`src/design/bpt_pkg.sv`:
```
// Package for the Bezier patch tessellator: default grid size, Q16 one and operation codes.
// No dependencies.
package bpt_pkg;
  localparam int GRID_SIZE_DEF = 10;
  localparam int ONE_Q16 = 65536;
  localparam logic OP_LOAD = 1'b0;
  localparam logic OP_EVAL = 1'b1;
endpackage

```
`src/design/bpt_if.sv`:
```
// Valid/ready channel interfaces for the tessellator.
// Depends on nothing.
interface bpt_in_if;
  logic        valid;
  logic        ready;
  logic        operation;
  logic [3:0]  point_index;
  logic signed [31:0] point_x;
  logic signed [31:0] point_y;
  logic signed [31:0] point_z;
  logic [5:0]  grid_row;
  logic [5:0]  grid_col;
  modport source(output valid, operation, point_index, point_x, point_y, point_z,
                 grid_row, grid_col, input ready);
  modport sink(input valid, operation, point_index, point_x, point_y, point_z,
               grid_row, grid_col, output ready);
endinterface

interface bpt_out_if;
  logic        valid;
  logic        ready;
  logic signed [31:0] vertex_x;
  logic signed [31:0] vertex_y;
  logic signed [31:0] vertex_z;
  logic [16:0] tex_u;
  logic [16:0] tex_v;
  logic        has_faces;
  logic [11:0] tri_a_first;
  logic [11:0] tri_a_second;
  logic [11:0] tri_a_third;
  logic [11:0] tri_b_first;
  logic [11:0] tri_b_second;
  logic [11:0] tri_b_third;
  modport source(output valid, vertex_x, vertex_y, vertex_z, tex_u, tex_v, has_faces,
                 tri_a_first, tri_a_second, tri_a_third, tri_b_first, tri_b_second,
                 tri_b_third, input ready);
  modport sink(input valid, vertex_x, vertex_y, vertex_z, tex_u, tex_v, has_faces,
               tri_a_first, tri_a_second, tri_a_third, tri_b_first, tri_b_second,
               tri_b_third, output ready);
endinterface

```
`src/design/bpt_lerp.sv`:
```
// Registered fixed-point lerp: a + round((b - a) * p / 65536).
// Uses no package items; one multiplier, two register stages.
module bpt_lerp (
  input  logic               clk,
  input  logic signed [31:0] a,
  input  logic signed [31:0] b,
  input  logic [16:0]        p,
  output logic signed [31:0] y
);
  logic signed [32:0] diff_r;
  logic signed [31:0] a_r;
  logic [16:0]        p_r;
  logic signed [50:0] prod;
  logic signed [50:0] q;

  assign prod = diff_r * $signed({1'b0, p_r});
  // Round half toward plus infinity, arithmetic shift floors.
  assign q = (prod + 51'sd32768) >>> 16;

  always_ff @(posedge clk) begin
    diff_r <= {b[31], b} - {a[31], a};
    a_r    <= a;
    p_r    <= p;
    y      <= a_r + q[31:0];
  end
endmodule

```
`src/design/bezier_patch_tessellator_core.sv`:
```
// Top level of the bicubic Bezier patch tessellator.
// Depends on bpt_pkg, bpt_if (bpt_in_if, bpt_out_if) and bpt_lerp.
//
// Usage: items arrive on the in_ channel (valid/ready, a transfer happens when
// both are high). A load item (operation 0) writes one control point, three
// words, into a 48-word synchronous memory and gives no result; it keeps the
// block busy until its three words are written. An evaluate item (operation 1)
// names a grid row and column. The block reads the 16 control values of each
// axis one per cycle from memory and feeds one shared registered lerp unit:
// for each axis, four row cubics in the column parameter, then one cubic in
// the row parameter. Each row cubic first reads its four control values, and
// every cubic runs six lerps strictly in sequence, each issued and its result
// waited for from the lerp unit before the next starts. Out-of-range grid
// positions are taken but give no result. The result sits in an output
// register; while the receiver stalls the block holds it and accepts no new
// item. Reset clears control state only; memory contents stay undefined until
// loaded.
module bezier_patch_tessellator_core #(
  parameter int GRID_SIZE = bpt_pkg::GRID_SIZE_DEF
) (
  input  logic clk,
  input  logic rst_n,
  bpt_in_if.sink    in_ch,
  bpt_out_if.source out_ch
);
  localparam int GM1 = GRID_SIZE - 1;
  localparam logic [3:0] S_IDLE = 4'd0, S_LOAD = 4'd1, S_RD = 4'd2, S_LA = 4'd3,
                         S_LW = 4'd4, S_OUT = 4'd5;

  logic [3:0] state_r, state_nxt;
  logic signed [31:0] mem [48];
  logic signed [31:0] rdata_r;
  logic [5:0] waddr;
  logic signed [31:0] wdata;
  logic we;
  logic [5:0] raddr;

  logic [1:0]  ld_cnt_r;
  logic [3:0]  slot_r;
  logic signed [31:0] lx_r, ly_r, lz_r;
  logic [5:0]  row_r, col_r;
  logic [16:0] s_r, t_r;
  logic [1:0]  axis_r;
  logic [2:0]  crow_r;   // 0..3 control rows, 4 = row-direction cubic
  logic [2:0]  rd_cnt_r; // 0..4 reads, counts issued plus landed
  logic [2:0]  lstep_r;  // lerp step 0..5
  logic [1:0]  lw_r;
  logic signed [31:0] w_r [4];
  logic signed [31:0] mid_r [4];
  logic signed [31:0] la, lb, ly;
  logic signed [31:0] vx_r, vy_r, vz_r;
  logic ovalid_r;

  // Round-to-nearest parameter k/(G-1) in Q1.16 through a constant function
  // table over at most 64 entries.
  function automatic logic [16:0] param_q16(input logic [5:0] k);
    logic [16:0] tab [64];
    for (int i = 0; i < 64; i++)
      tab[i] = 17'((i * bpt_pkg::ONE_Q16 + GM1 / 2) / GM1);
    return tab[k];
  endfunction

  // Lerp step index j selects operand pairs: level 0 j=0..2, level 1 3..4, level 2 5.
  always_comb begin
    case (lstep_r)
      3'd0: begin la = w_r[0]; lb = w_r[1]; end
      3'd1: begin la = w_r[1]; lb = w_r[2]; end
      3'd2: begin la = w_r[2]; lb = w_r[3]; end
      3'd3: begin la = w_r[0]; lb = w_r[1]; end
      3'd4: begin la = w_r[1]; lb = w_r[2]; end
      default: begin la = w_r[0]; lb = w_r[1]; end
    endcase
  end

  bpt_lerp u_lerp (.clk(clk), .a(la), .b(lb), .p(crow_r == 3'd4 ? t_r : s_r), .y(ly));

  assign raddr = 6'((crow_r[1:0] * 3'd4 + 4'(rd_cnt_r[1:0])) * 3 + 6'(axis_r));
  assign we = state_r == S_LOAD;
  assign waddr = 6'(slot_r * 3 + 6'(ld_cnt_r));
  assign wdata = ld_cnt_r == 2'd0 ? lx_r : (ld_cnt_r == 2'd1 ? ly_r : lz_r);

  always_ff @(posedge clk) begin
    if (we) mem[waddr] <= wdata;
    rdata_r <= mem[raddr];
  end

  assign in_ch.ready = state_r == S_IDLE;
  assign out_ch.valid = ovalid_r;
  assign out_ch.vertex_x = vx_r;
  assign out_ch.vertex_y = vy_r;
  assign out_ch.vertex_z = vz_r;
  assign out_ch.tex_u = s_r;
  assign out_ch.tex_v = t_r;

  logic faces;
  logic [11:0] cur, prev;
  assign faces = row_r != 6'd0 && col_r != 6'd0;
  assign cur  = 12'(GRID_SIZE * row_r + col_r);
  assign prev = 12'(GRID_SIZE * (row_r - 6'd1) + col_r);
  assign out_ch.has_faces    = faces;
  assign out_ch.tri_a_first  = faces ? cur - 12'd1 : 12'd0;
  assign out_ch.tri_a_second = faces ? cur : 12'd0;
  assign out_ch.tri_a_third  = faces ? prev : 12'd0;
  assign out_ch.tri_b_first  = faces ? cur - 12'd1 : 12'd0;
  assign out_ch.tri_b_second = faces ? prev : 12'd0;
  assign out_ch.tri_b_third  = faces ? prev - 12'd1 : 12'd0;

  always_comb begin
    state_nxt = state_r;
    case (state_r)
      S_IDLE: if (in_ch.valid) begin
        if (in_ch.operation == bpt_pkg::OP_LOAD) state_nxt = S_LOAD;
        else if ({1'b0, in_ch.grid_row} < 7'(GRID_SIZE) &&
                 {1'b0, in_ch.grid_col} < 7'(GRID_SIZE))
          state_nxt = S_RD;
      end
      S_LOAD: if (ld_cnt_r == 2'd2) state_nxt = S_IDLE;
      S_RD:   if (rd_cnt_r == 3'd4) state_nxt = S_LA;
      S_LA:   state_nxt = S_LW;
      S_LW: if (lw_r == 2'd1) begin
        if (lstep_r != 3'd5) state_nxt = S_LA;
        else if (crow_r != 3'd4) state_nxt = (crow_r == 3'd3) ? S_LA : S_RD;
        else if (axis_r != 2'd2) state_nxt = S_RD;
        else state_nxt = S_OUT;
      end
      S_OUT: if (out_ch.ready) state_nxt = S_IDLE;
      default: state_nxt = S_IDLE;
    endcase
  end

  always_ff @(posedge clk) begin
    if (!rst_n) begin
      state_r <= S_IDLE;
      ovalid_r <= 1'b0;
    end else begin
      state_r <= state_nxt;
      ovalid_r <= state_nxt == S_OUT;
    end
  end

  always_ff @(posedge clk) begin
    case (state_r)
      S_IDLE: begin
        ld_cnt_r <= 2'd0; slot_r <= in_ch.point_index;
        lx_r <= in_ch.point_x; ly_r <= in_ch.point_y; lz_r <= in_ch.point_z;
        row_r <= in_ch.grid_row; col_r <= in_ch.grid_col;
        s_r <= param_q16(in_ch.grid_col); t_r <= param_q16(in_ch.grid_row);
        axis_r <= 2'd0; crow_r <= 3'd0; rd_cnt_r <= 3'd0; lstep_r <= 3'd0; lw_r <= 2'd0;
      end
      S_LOAD: ld_cnt_r <= ld_cnt_r + 2'd1;
      S_RD: begin
        // Read data lands in the cycle after its address; word rd_cnt-1 arrives now.
        if (rd_cnt_r != 3'd0) w_r[rd_cnt_r[1:0] - 2'd1] <= rdata_r;
        rd_cnt_r <= rd_cnt_r + 3'd1;
        lstep_r <= 3'd0;
      end
      S_LA: lw_r <= 2'd0;
      S_LW: begin
        lw_r <= lw_r + 2'd1;
        if (lw_r == 2'd1) begin
          case (lstep_r)
            3'd0, 3'd3, 3'd5: w_r[0] <= ly;
            3'd1, 3'd4: w_r[1] <= ly;
            default: w_r[2] <= ly;
          endcase
          lstep_r <= lstep_r + 3'd1;
          if (lstep_r == 3'd5) begin
            lstep_r <= 3'd0;
            rd_cnt_r <= 3'd0;
            if (crow_r != 3'd4) begin
              mid_r[crow_r[1:0]] <= ly;
              if (crow_r == 3'd3) begin
                w_r[0] <= mid_r[0]; w_r[1] <= mid_r[1]; w_r[2] <= mid_r[2]; w_r[3] <= ly;
              end
              crow_r <= crow_r + 3'd1;
            end else begin
              case (axis_r)
                2'd0: vx_r <= ly;
                2'd1: vy_r <= ly;
                default: vz_r <= ly;
              endcase
              axis_r <= axis_r + 2'd1;
              crow_r <= 3'd0;
            end
          end
        end
      end
      default: ;
    endcase
  end

`ifndef SYNTHESIS
  a_no_accept_busy: assert property (@(posedge clk) disable iff (!rst_n)
    ovalid_r |-> !in_ch.ready) else $error("input taken while result pending");
  a_hold: assert property (@(posedge clk) disable iff (!rst_n)
    ovalid_r && !out_ch.ready |=> ovalid_r && $stable(vx_r))
    else $error("result dropped under stall");
  a_no_we_eval: assert property (@(posedge clk) disable iff (!rst_n)
    we |-> !ovalid_r) else $error("memory write during result");
`endif
endmodule
```
`src/flat_wrapper.sv`:
```
// flat-port wrapper written by rule: the top's interface ports become plain ports
module bezier_patch_tessellator_core_flat 
#(
  parameter int GRID_SIZE = bpt_pkg::GRID_SIZE_DEF
)
  (clk, rst_n, in_ch_valid, in_ch_operation, in_ch_point_index, in_ch_point_x, in_ch_point_y, in_ch_point_z, in_ch_grid_row, in_ch_grid_col, in_ch_ready, out_ch_valid, out_ch_vertex_x, out_ch_vertex_y, out_ch_vertex_z, out_ch_tex_u, out_ch_tex_v, out_ch_has_faces, out_ch_tri_a_first, out_ch_tri_a_second, out_ch_tri_a_third, out_ch_tri_b_first, out_ch_tri_b_second, out_ch_tri_b_third, out_ch_ready);
  bpt_in_if in_ch_i ();
  bpt_out_if out_ch_i ();
  input  logic clk;
  input  logic rst_n;
  input wire logic [$bits(in_ch_i.valid)-1:0] in_ch_valid;
  input wire logic [$bits(in_ch_i.operation)-1:0] in_ch_operation;
  input wire logic [$bits(in_ch_i.point_index)-1:0] in_ch_point_index;
  input wire logic [$bits(in_ch_i.point_x)-1:0] in_ch_point_x;
  input wire logic [$bits(in_ch_i.point_y)-1:0] in_ch_point_y;
  input wire logic [$bits(in_ch_i.point_z)-1:0] in_ch_point_z;
  input wire logic [$bits(in_ch_i.grid_row)-1:0] in_ch_grid_row;
  input wire logic [$bits(in_ch_i.grid_col)-1:0] in_ch_grid_col;
  output wire logic [$bits(in_ch_i.ready)-1:0] in_ch_ready;
  output wire logic [$bits(out_ch_i.valid)-1:0] out_ch_valid;
  output wire logic [$bits(out_ch_i.vertex_x)-1:0] out_ch_vertex_x;
  output wire logic [$bits(out_ch_i.vertex_y)-1:0] out_ch_vertex_y;
  output wire logic [$bits(out_ch_i.vertex_z)-1:0] out_ch_vertex_z;
  output wire logic [$bits(out_ch_i.tex_u)-1:0] out_ch_tex_u;
  output wire logic [$bits(out_ch_i.tex_v)-1:0] out_ch_tex_v;
  output wire logic [$bits(out_ch_i.has_faces)-1:0] out_ch_has_faces;
  output wire logic [$bits(out_ch_i.tri_a_first)-1:0] out_ch_tri_a_first;
  output wire logic [$bits(out_ch_i.tri_a_second)-1:0] out_ch_tri_a_second;
  output wire logic [$bits(out_ch_i.tri_a_third)-1:0] out_ch_tri_a_third;
  output wire logic [$bits(out_ch_i.tri_b_first)-1:0] out_ch_tri_b_first;
  output wire logic [$bits(out_ch_i.tri_b_second)-1:0] out_ch_tri_b_second;
  output wire logic [$bits(out_ch_i.tri_b_third)-1:0] out_ch_tri_b_third;
  input wire logic [$bits(out_ch_i.ready)-1:0] out_ch_ready;
  assign in_ch_i.valid = in_ch_valid;
  assign in_ch_i.operation = in_ch_operation;
  assign in_ch_i.point_index = in_ch_point_index;
  assign in_ch_i.point_x = in_ch_point_x;
  assign in_ch_i.point_y = in_ch_point_y;
  assign in_ch_i.point_z = in_ch_point_z;
  assign in_ch_i.grid_row = in_ch_grid_row;
  assign in_ch_i.grid_col = in_ch_grid_col;
  assign in_ch_ready = in_ch_i.ready;
  assign out_ch_valid = out_ch_i.valid;
  assign out_ch_vertex_x = out_ch_i.vertex_x;
  assign out_ch_vertex_y = out_ch_i.vertex_y;
  assign out_ch_vertex_z = out_ch_i.vertex_z;
  assign out_ch_tex_u = out_ch_i.tex_u;
  assign out_ch_tex_v = out_ch_i.tex_v;
  assign out_ch_has_faces = out_ch_i.has_faces;
  assign out_ch_tri_a_first = out_ch_i.tri_a_first;
  assign out_ch_tri_a_second = out_ch_i.tri_a_second;
  assign out_ch_tri_a_third = out_ch_i.tri_a_third;
  assign out_ch_tri_b_first = out_ch_i.tri_b_first;
  assign out_ch_tri_b_second = out_ch_i.tri_b_second;
  assign out_ch_tri_b_third = out_ch_i.tri_b_third;
  assign out_ch_i.ready = out_ch_ready;
  bezier_patch_tessellator_core #(.GRID_SIZE(GRID_SIZE)) u_core (.clk(clk), .rst_n(rst_n), .in_ch(in_ch_i), .out_ch(out_ch_i));
endmodule
```
`config.mk`:
```
export PLATFORM = sky130hd
export DESIGN_NAME = bezier_patch_tessellator_core_flat
export DESIGN_NICKNAME = d
export VERILOG_FILES = /design/src/design/bpt_pkg.sv /design/src/design/bpt_if.sv /design/src/design/bpt_lerp.sv /design/src/design/bezier_patch_tessellator_core.sv /design/src/flat_wrapper.sv
export SDC_FILE = /design/constraint.sdc
export NUM_CORES = 2
export LEC_CHECK = 0
export ABC_AREA = 1
export BUFFER_PORTS_ARGS = -buffer_cell sky130_fd_sc_hd__buf_2
export CAP_MARGIN = 10
export CORE_MARGIN = 2
export CORE_UTILIZATION = 29
export CTS_CLUSTER_DIAMETER = 150
export DETAILED_ROUTE_END_ITERATION = 16
export PLACE_DENSITY = 0.55
export SKIP_CTS_REPAIR_TIMING = 1
export SKIP_LAST_GASP = 1
export SLEW_MARGIN = 5
export SYNTH_ARGS = -nofsm -noshare
export SYNTH_HDL_FRONTEND = slang
export SYNTH_SLANG_ARGS = --single-unit
```
`constraint.sdc`:
```
create_clock -name clk -period 9.4 [get_ports clk]
set_input_delay 1.88 -clock clk [delete_from_list [all_inputs] [get_ports clk]]
set_output_delay 1.88 -clock clk [all_outputs]
set_load 0.02 [all_outputs]
```
==> metrics.log <==
INFO  metric status = finished clean
INFO  metric io_buffer_count = 319
INFO  metric max_stage_delay = 0.52 ns
INFO  metric start_util = 0.291
INFO  metric clockRootBuffer = sky130_fd_sc_hd__clkbuf_16
INFO  metric asyncSetResetFlopFracSynth = 0
INFO  metric crit-reg2reg-launch = u_core.u_lerp.p_r[15]
INFO  metric worst-path-stages = 29
INFO  metric tritoncts.num_buffers = about 230
INFO  metric synthesis.instances = ~10000
INFO  metric crit_path_max_fanout = 33
INFO  metric synth_area = ~110000 um^2
INFO  metric clkSinkCount = approximately 2100
INFO  metric p_r_area_growth_vs_syn = 14.0%
INFO  metric type_of_element_capturing_the_critical_path = flop
INFO  metric synthFlopType = sky130_fd_sc_hd__edfxtp_1
INFO  metric synth-edff-count = between 2000 and 2500
INFO  metric place_hpwl = ~200 mm
INFO  metric chipWidth = 614 um
INFO  metric crit_path_buffers_inverters = 7
INFO  metric detailroute.via_count = about 74000
INFO  metric finalClockSkew = approximately 0.2 ns
INFO  metric die_h = 614 um
INFO  metric post_synth_main_area_contributors = sky130_fd_sc_hd__edfxtp_1, sky130_fd_sc_hd__fa_1, sky130_fd_sc_hd__nand2_1
INFO  metric yosys.cell_types.count = 55
INFO  metric netlist.area_leader.share = 0.557
INFO  metric detailed_place.area = between 100000 and 150000 um^2
INFO  metric report.final.setup_viol = 0
INFO  metric timing.setup.critical_path_class = flop to flop
INFO  metric critical_path.top_delay_family = adder cells
INFO  metric slew_violations = 0
INFO  metric count_of_pins_on_the_block_boundary = 322
INFO  metric maxSlewHeadroom = 0.242
INFO  metric grt_start_max_net_pins = ~200
INFO  metric max_freq = about 120 MHz
INFO  metric worst_r2r_endpoint = u_core.u_lerp.y[29]
INFO  metric cts.reportedPaths.clkPinSlew = 0.06 ns
INFO  metric netlist_top_cells_count = sky130_fd_sc_hd__edfxtp_1, sky130_fd_sc_hd__nand2_1, sky130_fd_sc_hd__nor2_1
INFO  metric crit_path_start = u_core.u_lerp.p_r[15]
INFO  metric avgViaCountPerCell = about 4.8
INFO  metric grt_overflow = 0
INFO  metric first_global_vias = 72600
INFO  metric wirelength_met1 = between 100 and 150 mm
INFO  metric synthesis.area_per_instance = 10.8 um^2
INFO  metric synthMostInstantiatedCell = sky130_fd_sc_hd__edfxtp_1
INFO  metric drt_first_pass_iters = 6
INFO  metric fp.dieArea = approximately 380000 um^2
INFO  metric coreArea = around 370000 um^2
INFO  metric finish.instance_area = 123000 um^2
INFO  metric wl_per_instance = about 21 um
INFO  metric std_cell_rows = approximately 220
INFO  metric seq_area_frac_synth = 0.584
INFO  metric finalCriticalPeriod = roughly 8.2 ns
INFO  metric routabilityCongestion = around 0.92
INFO  metric dr_wl_met3 = around 19 mm
INFO  metric initial_antenna_violation_count = 12
INFO  metric global_route.usage.total = 0.166
INFO  metric r2r_slack = ~1.2 ns
INFO  metric rsz0062_at_grt = false
INFO  metric crit_path_top_delay_cell = sky130_fd_sc_hd__fa_1
INFO  metric drc = 0
INFO  metric cp.arrival = roughly 8.9 ns
INFO  metric timing.critical_path.to = u_core.u_lerp.y[29]
INFO  metric cap_viol_max_count = 0
INFO  metric critPathLaunchType = flop
INFO  metric fillCellCount = about 37000
INFO  metric wl = about 320 mm
INFO  metric cts_htree_levels = 4
INFO  metric post_route_cells_drive_above_1_share = 0.0884
INFO  metric tightest_slew = 1.14 ns
INFO  metric yosys_register_bits = around 2100
INFO  metric final.period_utilization = 0.871
INFO  metric finish.net_count = 11000
INFO  metric synth.yosys.warnings = 0
INFO  metric reg2regPathDepth = 29
INFO  metric clock_tree_from_tritoncts = done
INFO  metric final.setup.tns = 0 ns
INFO  metric worst_ep_required_time = 10.14 ns
INFO  metric clk-insertion-delay-late = approximately 1 ns
INFO  metric top_signal_layer_used = met5
INFO  metric hold_path_class = flop to flop
INFO  metric detail-route-antenna-nets = 0
INFO  metric yosysTopAreaCell = sky130_fd_sc_hd__edfxtp_1
INFO  metric grt_first_pass_wirelength = approximately 470 mm
INFO  metric detailroute.wirelength.met2 = 154 mm
INFO  metric final-hold-violation-count = 0
INFO  metric clock_tree.buffer_depth = 4
INFO  metric drt_iter0_markers = ~6200
==> worst min path at each step <==
stage | startpoint | endpoint | slack, ns | cells past startpoint
2_1_floorplan | u_core.u_lerp.a_r[0] | u_core.u_lerp.y[0] | 0.43 | 1
3_3_place_gp | u_core.mid_r[1][17] | u_core.w_r[1][17] | 0.50 | 2
3_5_place_dp | u_core.mid_r[2][25] | u_core.w_r[2][25] | 0.50 | 2
4_1_cts | u_core.mid_r[1][15] | u_core.w_r[1][15] | 0.47 | 2
5_1_grt | u_core.mid_r[1][15] | u_core.w_r[1][15] | 0.52 | 2
6_report | u_core.mid_r[1][15] | u_core.w_r[1][15] | 0.46 | 2
==> per-layer routing <==
layer | GRT usage | vias to the layer above
met5 | 0 | -
met4 | 0.0428 | 4
met3 | 0.0250 | 467
met2 | 0.281 | 2117
met1 | 0.220 | 36800
li1 | - | 34400
==> kinds of logic after synthesis <==
| kind of cell | share of synthesized area |
|---|---|
| xor gates and xnor gates | 0.00940 |
| other | 0.0000347 |
| DFF | 0.584 |
| AOI/OAI and AO/OA | 0.115 |
| and+or+nand+nor | 0.109 |
| buffers and inverters | 0.0645 |
| adders and majority gates | 0.118 |
==> metrics by stage <==
| stage | utilization | setup WS, ns | std cells | hold slack [ns] |
|---|---|---|---|---|
| after global routing | 0.331 | 0.783 | 15300 | 0.517 |
| after CTS | 0.331 | 1.27 | 15300 | 0.474 |
| after floorplan | - | 1.15 | 10000 | 0.432 |
| after global placement | 0.311 | 1.28 | 14900 | 0.499 |
| final | 0.331 | 1.22 | 15400 | 0.464 |
| after detailed placement | 0.311 | 1.37 | 14900 | 0.503 |
==> registers in the layout, indices dropped and copies added (netlist names), 33 cells and up <==
register,flops
u_core.mem,1536
u_core.mid_r,96
u_core.u_lerp.diff_r,33
u_core.w_r,128
==> cell usage in the layout, fill, tap and decap left out, types with 7 or more instances in the layout <==
cell / netlist / routed
sky130_fd_sc_hd__buf_4: 63 / 144
sky130_fd_sc_hd__bufinv_16: 0 / 17
sky130_fd_sc_hd__clkinv_1: 3 / 54
sky130_fd_sc_hd__o21ai_0: 1058 / 1057
sky130_fd_sc_hd__xor2_1: 76 / 75
sky130_fd_sc_hd__nor3_1: 23 / 23
sky130_fd_sc_hd__buf_12: 0 / 10
sky130_fd_sc_hd__o211ai_1: 45 / 45
sky130_fd_sc_hd__o21ai_1: 151 / 151
sky130_fd_sc_hd__a21boi_0: 9 / 9
sky130_fd_sc_hd__diode_2: 0 / 9
sky130_fd_sc_hd__a21oi_4: 0 / 33
sky130_fd_sc_hd__xnor2_1: 38 / 38
sky130_fd_sc_hd__clkinv_2: 0 / 34
sky130_fd_sc_hd__nor2_4: 1 / 56
sky130_fd_sc_hd__nand2_1: 1549 / 1546
sky130_fd_sc_hd__ha_1: 305 / 303
sky130_fd_sc_hd__and2_1: 30 / 30
sky130_fd_sc_hd__nor2_1: 1210 / 1156
sky130_fd_sc_hd__o21bai_1: 26 / 26
sky130_fd_sc_hd__buf_2: 111 / 319
sky130_fd_sc_hd__clkbuf_16: 0 / 235
sky130_fd_sc_hd__a22oi_1: 66 / 66
sky130_fd_sc_hd__o22ai_1: 322 / 322
sky130_fd_sc_hd__a31oi_1: 20 / 20
sky130_fd_sc_hd__a21oi_1: 391 / 358
sky130_fd_sc_hd__o221ai_1: 82 / 82
sky130_fd_sc_hd__inv_1: 1195 / 1193
sky130_fd_sc_hd__clkinv_16: 0 / 8
sky130_fd_sc_hd__dfxtp_1: 144 / 141
sky130_fd_sc_hd__nand4_1: 22 / 22
sky130_fd_sc_hd__edfxtp_1: 2003 / 2003
sky130_fd_sc_hd__nand3_1: 161 / 160
sky130_fd_sc_hd__a21o_1: 21 / 21
sky130_fd_sc_hd__nand3b_1: 7 / 7
sky130_fd_sc_hd__fa_1: 446 / 445
sky130_fd_sc_hd__inv_6: 0 / 9
sky130_fd_sc_hd__clkbuf_1: 353 / 60
sky130_fd_sc_hd__inv_8: 0 / 8
==> worst register-to-register path, delay by kind of cell, from the launching register on <==
family,cells,cell delay (ns)
adder cells (fa/ha/maj),8,3.70
AO/OA/AOI/OAI,5,1.46
buffers and inverters,7,1.20
AND/OR/NAND/NOR,8,1.14
flip-flops,1,0.30
XOR/XNOR,1,0.19
==> layout make-up <==
class | instances | area [um^2] | area share
Clock buffer | 297 | 6130 | 0.0499
Multi-Input combinational cell | 6114 | 38800 | 0.316
Inverter | 1203 | 4540 | 0.0369
Tap cell | 4972 | 6220 | 0.0506
Timing Repair Buffer | 473 | 2880 | 0.0234
Antenna cell | 9 | 22.5 | 0.000183
Clock inverter | 136 | 1370 | 0.0111
Sequential cell | 2147 | 63000 | 0.512
Power is not shown: default switching activity piles up to over one toggle a cycle in this logic, so the estimate is an artifact.
